==> config.mk <==
export PLATFORM = sky130hd
export DESIGN_NAME = asmt_ctrl
export DESIGN_NICKNAME = d
export VERILOG_FILES = /design/src/rtl/asmt_pkg.sv /design/src/rtl/asmt_ctrl.sv
export SDC_FILE = /design/constraint.sdc
export NUM_CORES = 1
export LEC_CHECK = 0
export BUFFER_PORTS_ARGS = -buffer_cell sky130_fd_sc_hd__buf_2
export CORE_AREA = 10 10 47 49
export CTS_CLUSTER_DIAMETER = 200
export DETAILED_ROUTE_END_ITERATION = 12
export DIE_AREA = 0 0 57 59
export SLEW_MARGIN = 5
export SYNTH_ARGS = -nofsm -noshare
export SYNTH_HDL_FRONTEND = slang
export SYNTH_SLANG_ARGS = --single-unit
export TNS_END_PERCENT = 100
==> constraint.sdc <==
create_clock -name clk -period 2 [get_ports clk]
set_clock_uncertainty 0.05 [all_clocks]
set_input_delay 0.5 -clock clk [delete_from_list [all_inputs] [get_ports clk]]
set_output_delay 0.5 -clock clk [all_outputs]
set_load 0.02 [all_outputs]
==> src/rtl/asmt_pkg.sv <==
`timescale 1ns / 1ps
// ----------------------------------------------------------------------------
// asmt_pkg: shared types and constants of the address source mask table
// Opcodes, fixed port widths and the command/status bundles that join the
// controller and the datapath.
// ----------------------------------------------------------------------------
package asmt_pkg;

	localparam int OP_W       = 2;
	localparam int KEY_HALF_W = 64;
	localparam int SRC_PORT_W = 8;
	localparam int OCC_W      = 10;

	localparam logic [OP_W-1:0] OP_CLEAR = 2'd0;
	localparam logic [OP_W-1:0] OP_ADD   = 2'd1;
	localparam logic [OP_W-1:0] OP_QUERY = 2'd2;

	typedef struct packed {
		logic capture;
		logic scan_start;
		logic scan_run;
		logic do_clear;
		logic do_none;
		logic do_hit;
		logic do_miss;
	} cmd_t;

	typedef struct packed {
		logic [OP_W-1:0] op;
		logic            present;
		logic            match;
		logic            scan_done;
		logic            res_free;
	} status_t;

endpackage

==> src/rtl/asmt_ctrl.sv <==
`timescale 1ns / 1ps
// ----------------------------------------------------------------------------
// asmt_ctrl: request sequencer
// Accepts one request, decodes it, runs the linear key search and issues the
// finishing command once the result register is free.
// ----------------------------------------------------------------------------
module asmt_ctrl (
	input  logic             clk,
	input  logic             arst_n,
	input  logic             in_valid,
	output logic             in_stall,
	input  asmt_pkg::status_t sts,
	output asmt_pkg::cmd_t    cmd
);

	typedef enum logic [4:0] {
		ST_IDLE   = 5'b00001,
		ST_DECODE = 5'b00010,
		ST_SCAN   = 5'b00100,
		ST_HIT    = 5'b01000,
		ST_MISS   = 5'b10000
	} state_t;

	state_t state_q, state_d;

	always_ff @(posedge clk or negedge arst_n) begin
		if (!arst_n) begin
			state_q <= ST_IDLE;
		end else begin
			state_q <= state_d;
		end
	end

	assign in_stall = (state_q != ST_IDLE);

	always_comb begin
		state_d        = state_q;
		cmd            = '0;
		case (state_q)
			ST_IDLE: begin
				cmd.capture = in_valid;
				if (in_valid) begin
					state_d = ST_DECODE;
				end
			end
			ST_DECODE: begin
				if (sts.op == asmt_pkg::OP_CLEAR) begin
					if (sts.res_free) begin
						cmd.do_clear = 1'b1;
						state_d      = ST_IDLE;
					end
				end else if ((sts.op inside {asmt_pkg::OP_ADD, asmt_pkg::OP_QUERY})
						&& sts.present) begin
					cmd.scan_start = 1'b1;
					state_d        = ST_SCAN;
				end else if (sts.res_free) begin
					cmd.do_none = 1'b1;
					state_d     = ST_IDLE;
				end
			end
			ST_SCAN: begin
				// hold the read pipeline on a match so the matched entry stays put
				if (sts.match) begin
					state_d = ST_HIT;
				end else if (sts.scan_done) begin
					state_d = ST_MISS;
				end else begin
					cmd.scan_run = 1'b1;
				end
			end
			ST_HIT: begin
				if (sts.res_free) begin
					cmd.do_hit = 1'b1;
					state_d    = ST_IDLE;
				end
			end
			ST_MISS: begin
				if (sts.res_free) begin
					cmd.do_miss = 1'b1;
					state_d     = ST_IDLE;
				end
			end
			default: begin
				state_d = ST_IDLE;
			end
		endcase
	end

endmodule

==> flow_metrics.tcl, run 1 <==
set metrics [dict create \
    die_h_um 59 \
    mostFrequentLayoutCells "buf_2 (13), buf_4 (12), nor2_1 (7)" \
    whs_ns 0.00715 \
    gp_congestion 0.771 \
    clkPwrFrac_pct 22.4 \
    place_hpwl_um 887 \
    avgSynthCellArea_sq_um 7.63 \
    synthToLayoutAreaGrowth_pct 58.4 \
    worstPathArrival_ns 1.42 \
    viasPerCell 5.18 \
    reg.largest.list "state_q x5" \
    synth_top_area_share_pct 25.2 \
    ys_types 25 \
    drive_above_1_share_pct 48.1 \
    p_int_mw 0.314 \
    criticalPathCategory "reg -> out" \
    detail-route-antenna-nets 0 \
    rsz0062_at_grt "yes" \
    reg2reg_depth 5 \
    combPwrFrac_pct 47.1 \
    wirelength_mm 1.21 \
    fin_ws_ns 0.0290 \
    cts_tree "yes" \
    rows 14 \
    yosys_warnings 0 \
    die_width_um 57 \
    syn_area_sq_um 397 \
    cap_viol_max_count 0 \
    grt_pass1_wl_mm 1.96 \
    status "complete, no violations" \
    insertion_delay_ns 0.24 \
    synth-seq-cells 5 \
    track_usage_pct 7.28 \
    antenna_found_initial 0 \
    crit_path_end_kind "output pin" \
    top_register "state_q" \
    pre_cts_ws_ns 0.0289 \
    clock_sinks 5 \
    numPortBuffers 16 \
    netlist_top_cells_area "dfrtp_1 (25%), nor2_1 (9.5%), a2111oi_2 (7.6%)" \
    ios 17 \
    total_power_mw 0.523 \
    p_sw_share_pct 40.0 \
    crit_fanout 5 \
    synthCells 52 \
    drt_iter0_drc 7 \
    grt_pass1_vias 466 \
    htreeDepth 1 \
    setup-violations-final 0 \
    worstMarginPinSlew_ns 0.255 \
    largest_register_ffs 5 \
    hp-class "in -> async" \
    power.net_switching_mw 0.209 \
    hold_viol 0 \
    start_util_pct 28.3 \
    nets 92 \
    die_area_sq_mm 0.00336 \
    vias 502 \
    dr.pass1.iters 4 \
    ctsHoldBuffers 0 \
    slew_headroom_pct 83.0 \
    syn-num-nets 62 \
    final.min_clock_period_ns 1.97 \
    fmax_ghz 0.507 \
    slew_viol_final 0 \
    startpoint_type "flip-flop" \
    clk_pin_slew_ns 0.04 \
    grt_max_degree 8 \
    timing.final.crit_share_pct 98.6 \
    diodes 0 \
    seq_area_frac_synth_pct 31.9 \
    p_seq_share_pct 30.5 \
    yosysTopAreaCell "dfrtp_1" \
    grt-ovfl-total 0 \
    route.detailed.wl_per_inst_um 12.4 \
    cts-root-buf "clkbuf_4" \
    core_sq_mm 0.00140 \
    power_leakage_nw 0.303 \
    powerDensity_mw_per_mm2 833 \
    worstPathRequired_ns 1.45 \
    clockBufferDepth 2 \
    ir_worst_vdd_uv 436 \
    final_common_cell "buf_2" \
    route.detailed.drc 0 \
    cts_buffers 3 \
    fin_setup_tns_ns 0 \
]
per-stage QoR:
stage	instance area [sq um]	util [%]	cells
global route	628	44.8	97
floorplan	397	-	52
CTS	592	42.2	95
global placement	522	37.2	87
finish	628	44.8	97
detailed placement	522	37.2	87
what timing repair did:
action | in CTS | in global routing
hold endpoints to repair | 0 | 0
endpoints found under the setup margin | 3 | 5
cloned | 0 | 0
buffers inserted | 4 | 2
resized for setup | 4 | 6
critical path, stage by stage (launching register included):
cell and delay (ns):
dfrtp_1 0.42, nor2_2 0.16, buf_4 0.15, and3_1 0.16, and3_1 0.15, buf_4 0.14
final timing paths:
check | start | endpoint | slack (ns)
max | state_q[4] | cmd[3] | 0.03
min | arst_n | state_q[3] | 0.007
max reg2reg | state_q[1] | state_q[1] | 0.51
min reg2reg | state_q[4] | state_q[3] | 0.58
max in group asynchronous | arst_n | state_q[0] | 1.69
min in group clk | sts[1] | state_q[2] | 0.44
layer usage:
metal / GRT usage, % / vias up / part of all wire [%]
met3: 4.94 / 2 / 7.0
li1: - / 245 / -
met2: 12.4 / 11 / 51
met4: 2.01 / 0 / 0.66
met1: 7.05 / 244 / 41
met5: 0 / - / 0
power by group through the flow:
stage               clock network (mW)  logic [mW]  registers (mW)
floorplan                            0       0.133           0.147
global placement                     0       0.180           0.165
detailed placement                   0       0.183           0.167
CTS                              0.122       0.231           0.153
global route                     0.128       0.273           0.162
finish                           0.117       0.246           0.160
cell families (layout without fill, tap and decap cells):
family / Yosys count / count (layout) / share of synthesized area, %
DFF: 5 / 5 / 31.9
and+or+nand+nor: 30 / 30 / 39.4
AOI/OAI and AO/OA: 9 / 9 / 18.6
buffers and inverters: 7 / 36 / 6.94
adders and majority gates: 1 / 1 / 3.15
synthesized netlist by cell type (all sizes together):
library cell and number:
nor2b 1, o311a 1, ha 1, dfstp 1, o21ai 2, nand4 2, a31oi 2, nand3b 1
nand2 3, and3b 1, or2 2, a21oi 1, inv 6, nor4 1, nand2b 2, and3 2
o22ai 1, nand3 3, buf 1, a2111oi 2, nor4b 1, nor2 10, nor3 1, dfrtp 4
final cells by class:
| class | instances | area [sq um] |
|---|---|---|
| sequential | 5 | 128 |
| clock buffer | 4 | 26.3 |
| multi-input combinational | 40 | 267 |
| fill | 146 | 773 |
| tap | 16 | 20.0 |
| timing repair buffer | 26 | 165 |
| inverter | 6 | 22.5 |
No activity file was read; power rests on OpenSTA's default activity.
==> inputs of run 2 (changes only) <==
Settings changed: HOLD_SLACK_MARGIN set to 0.1, REMOVE_ABC_BUFFERS set to 1.
==> run 2 against run 1 <==
Against the previous run:
- combinational power up 15%
- critical endpoint unchanged
- sequential power down 3%
- final cell count up 2.1%
- highest routed layer unchanged
==> flow_metrics.tcl, run 2 (same netlist as run 1, synthesis figures left out) <==
set metrics [dict create \
    grt_use_met2_pct 12.1 \
    synthToLayoutAreaGrowth_pct 79.8 \
    reg2reg_setup_slack_ns 0.52 \
    cts_buffers 3 \
    die_area_sq_mm 0.00336 \
    diodes 0 \
    startpoint_type "flip-flop" \
    drt_iter0_drc 4 \
    final.min_clock_period_ns 1.99 \
    timing.final.crit_share_pct 99.3 \
    viasPerCell 5.06 \
    critPathTopFamily "simple AND/OR/NAND/NOR gates" \
    seq_area_sq_um 129 \
    reg2reg_depth 5 \
    ios 17 \
    grt-ovfl-total 0 \
    grt_util_met1_pct 6.57 \
    worstHoldEndpoint "state_q[2]" \
    antenna_found_initial 0 \
    crit_buf_inv 2 \
    powerDensity_mw_per_mm2 778 \
    drive_above_1_share_pct 51.8 \
    reg.largest.list "state_q x5" \
    slowest_stage "dfrtp_2" \
    start_util_pct 28.3 \
    grt_max_degree 12 \
    largest_register_ffs 5 \
    setup-violations-final 0 \
    fmax_ghz 0.504 \
    pre_cts_ws_ns 0.0302 \
    worstPathArrival_ns 1.44 \
    final_common_cell "buf_2" \
    grt_pass1_vias 467 \
    route.detailed.drc 0 \
    route.detailed.wl_per_inst_um 13.6 \
    rsz0062_at_grt "yes" \
    insertion_delay_ns 0.24 \
    cts_tree "yes" \
    worstMarginPinSlew_ns 0.258 \
    core_sq_mm 0.00140 \
    fillers 140 \
    crit_path_end_kind "output pin" \
    place_hpwl_um 871 \
    total_power_mw 0.555 \
    htreeDepth 1 \
    wirelength_mm 1.35 \
    cap_viol_max_count 0 \
    nets 94 \
    mostFrequentLayoutCells "buf_2 (12), buf_4 (10), nor2_1 (8)" \
    clock_sinks 5 \
    die_width_um 57 \
    clk_pin_slew_ns 0.04 \
    holdCritStartpoint "sts[1]" \
    power_leakage_nw 0.312 \
    hp-class "in -> reg" \
    grt_pass1_wl_mm 1.90 \
    numPortBuffers 16 \
    met3_usage_pct 4.29 \
    vias 501 \
    multi_input_area_sq_um 320 \
    hold_viol 0 \
    worstReg2RegStart "state_q[1]" \
    slew_viol_final 0 \
    crit_fanout 5 \
    rr_endpoint "state_q[1]" \
    gp_congestion 0.809 \
    track_usage_pct 6.93 \
    criticalPathCategory "reg -> out" \
    crit_path_cell_trace "nor2_4, buf_6, and3_4, and3_4, buf_6" \
    slew_headroom_pct 82.8 \
    whs_ns 0.451 \
    fin_ws_ns 0.0139 \
    status "complete, no violations" \
    rows 14 \
    ir_worst_vdd_uv 552 \
    cts-root-buf "clkbuf_4" \
    worstPathRequired_ns 1.45 \
    dr.pass1.iters 2 \
    min_path_cells 2 \
    slowest_delay_ns 0.43 \
    detail-route-antenna-nets 0 \
    grt.busiest_layer "met2" \
    top_register "state_q" \
    die_h_um 59 \
    clockBufferDepth 2 \
]
## run 2: how the worst max path moves through the flow
stage                          start      to  slack [ns]  cells after the start
after floorplan               sts[4]  cmd[2]        0.05                      3
after global placement        sts[4]  cmd[2]        0.05                      5
after detailed placement      sts[4]  cmd[2]        0.03                      5
after CTS                 state_q[0]  cmd[4]       0.009                      5
after global routing      state_q[3]  cmd[3]       -0.04                      5
final                     state_q[3]  cmd[3]        0.01                      5
## run 2: cell type report
cell class	instances	area share, %
flip-flops and latches	5	18.1
repair buffers	28	27.4
clock buffers	4	3.68
inverters	6	3.16
multi-input cells	40	44.9
well taps	16	2.81
## run 2: power breakdown
part | internal, mW | switching, mW | leakage (nW) | total [mW]
logic | 0.124 | 0.159 | 0.235 | 0.283
clock network | 0.0755 | 0.0417 | 0.0150 | 0.117
registers | 0.127 | 0.0285 | 0.0625 | 0.155
## run 2: repair_timing
item,CTS,global route
hold buffers,1,0
resized for setup,4,18
setup buffers,1,5
gates cloned,0,0
pin swaps,0,5
endpoints found under the setup margin,2,5
endpoints found under the hold margin,4,0
## run 2: through the flow
stage,utilization (%),area (sq um),setup TNS (ns),cells
floorplan,-,392,0,51
global placement,37.8,529,0,88
detailed placement,37.8,529,0,88
CTS,42.0,588,0,94
global route,50.9,713,-0.106,99
finish,50.9,713,0,99
## run 2: per-layer routing
metal,part of all wire [%],up-vias
li1,-,247
met4,1.3,0
met2,53,11
met1,38,241
met5,0,-
met3,7.3,2
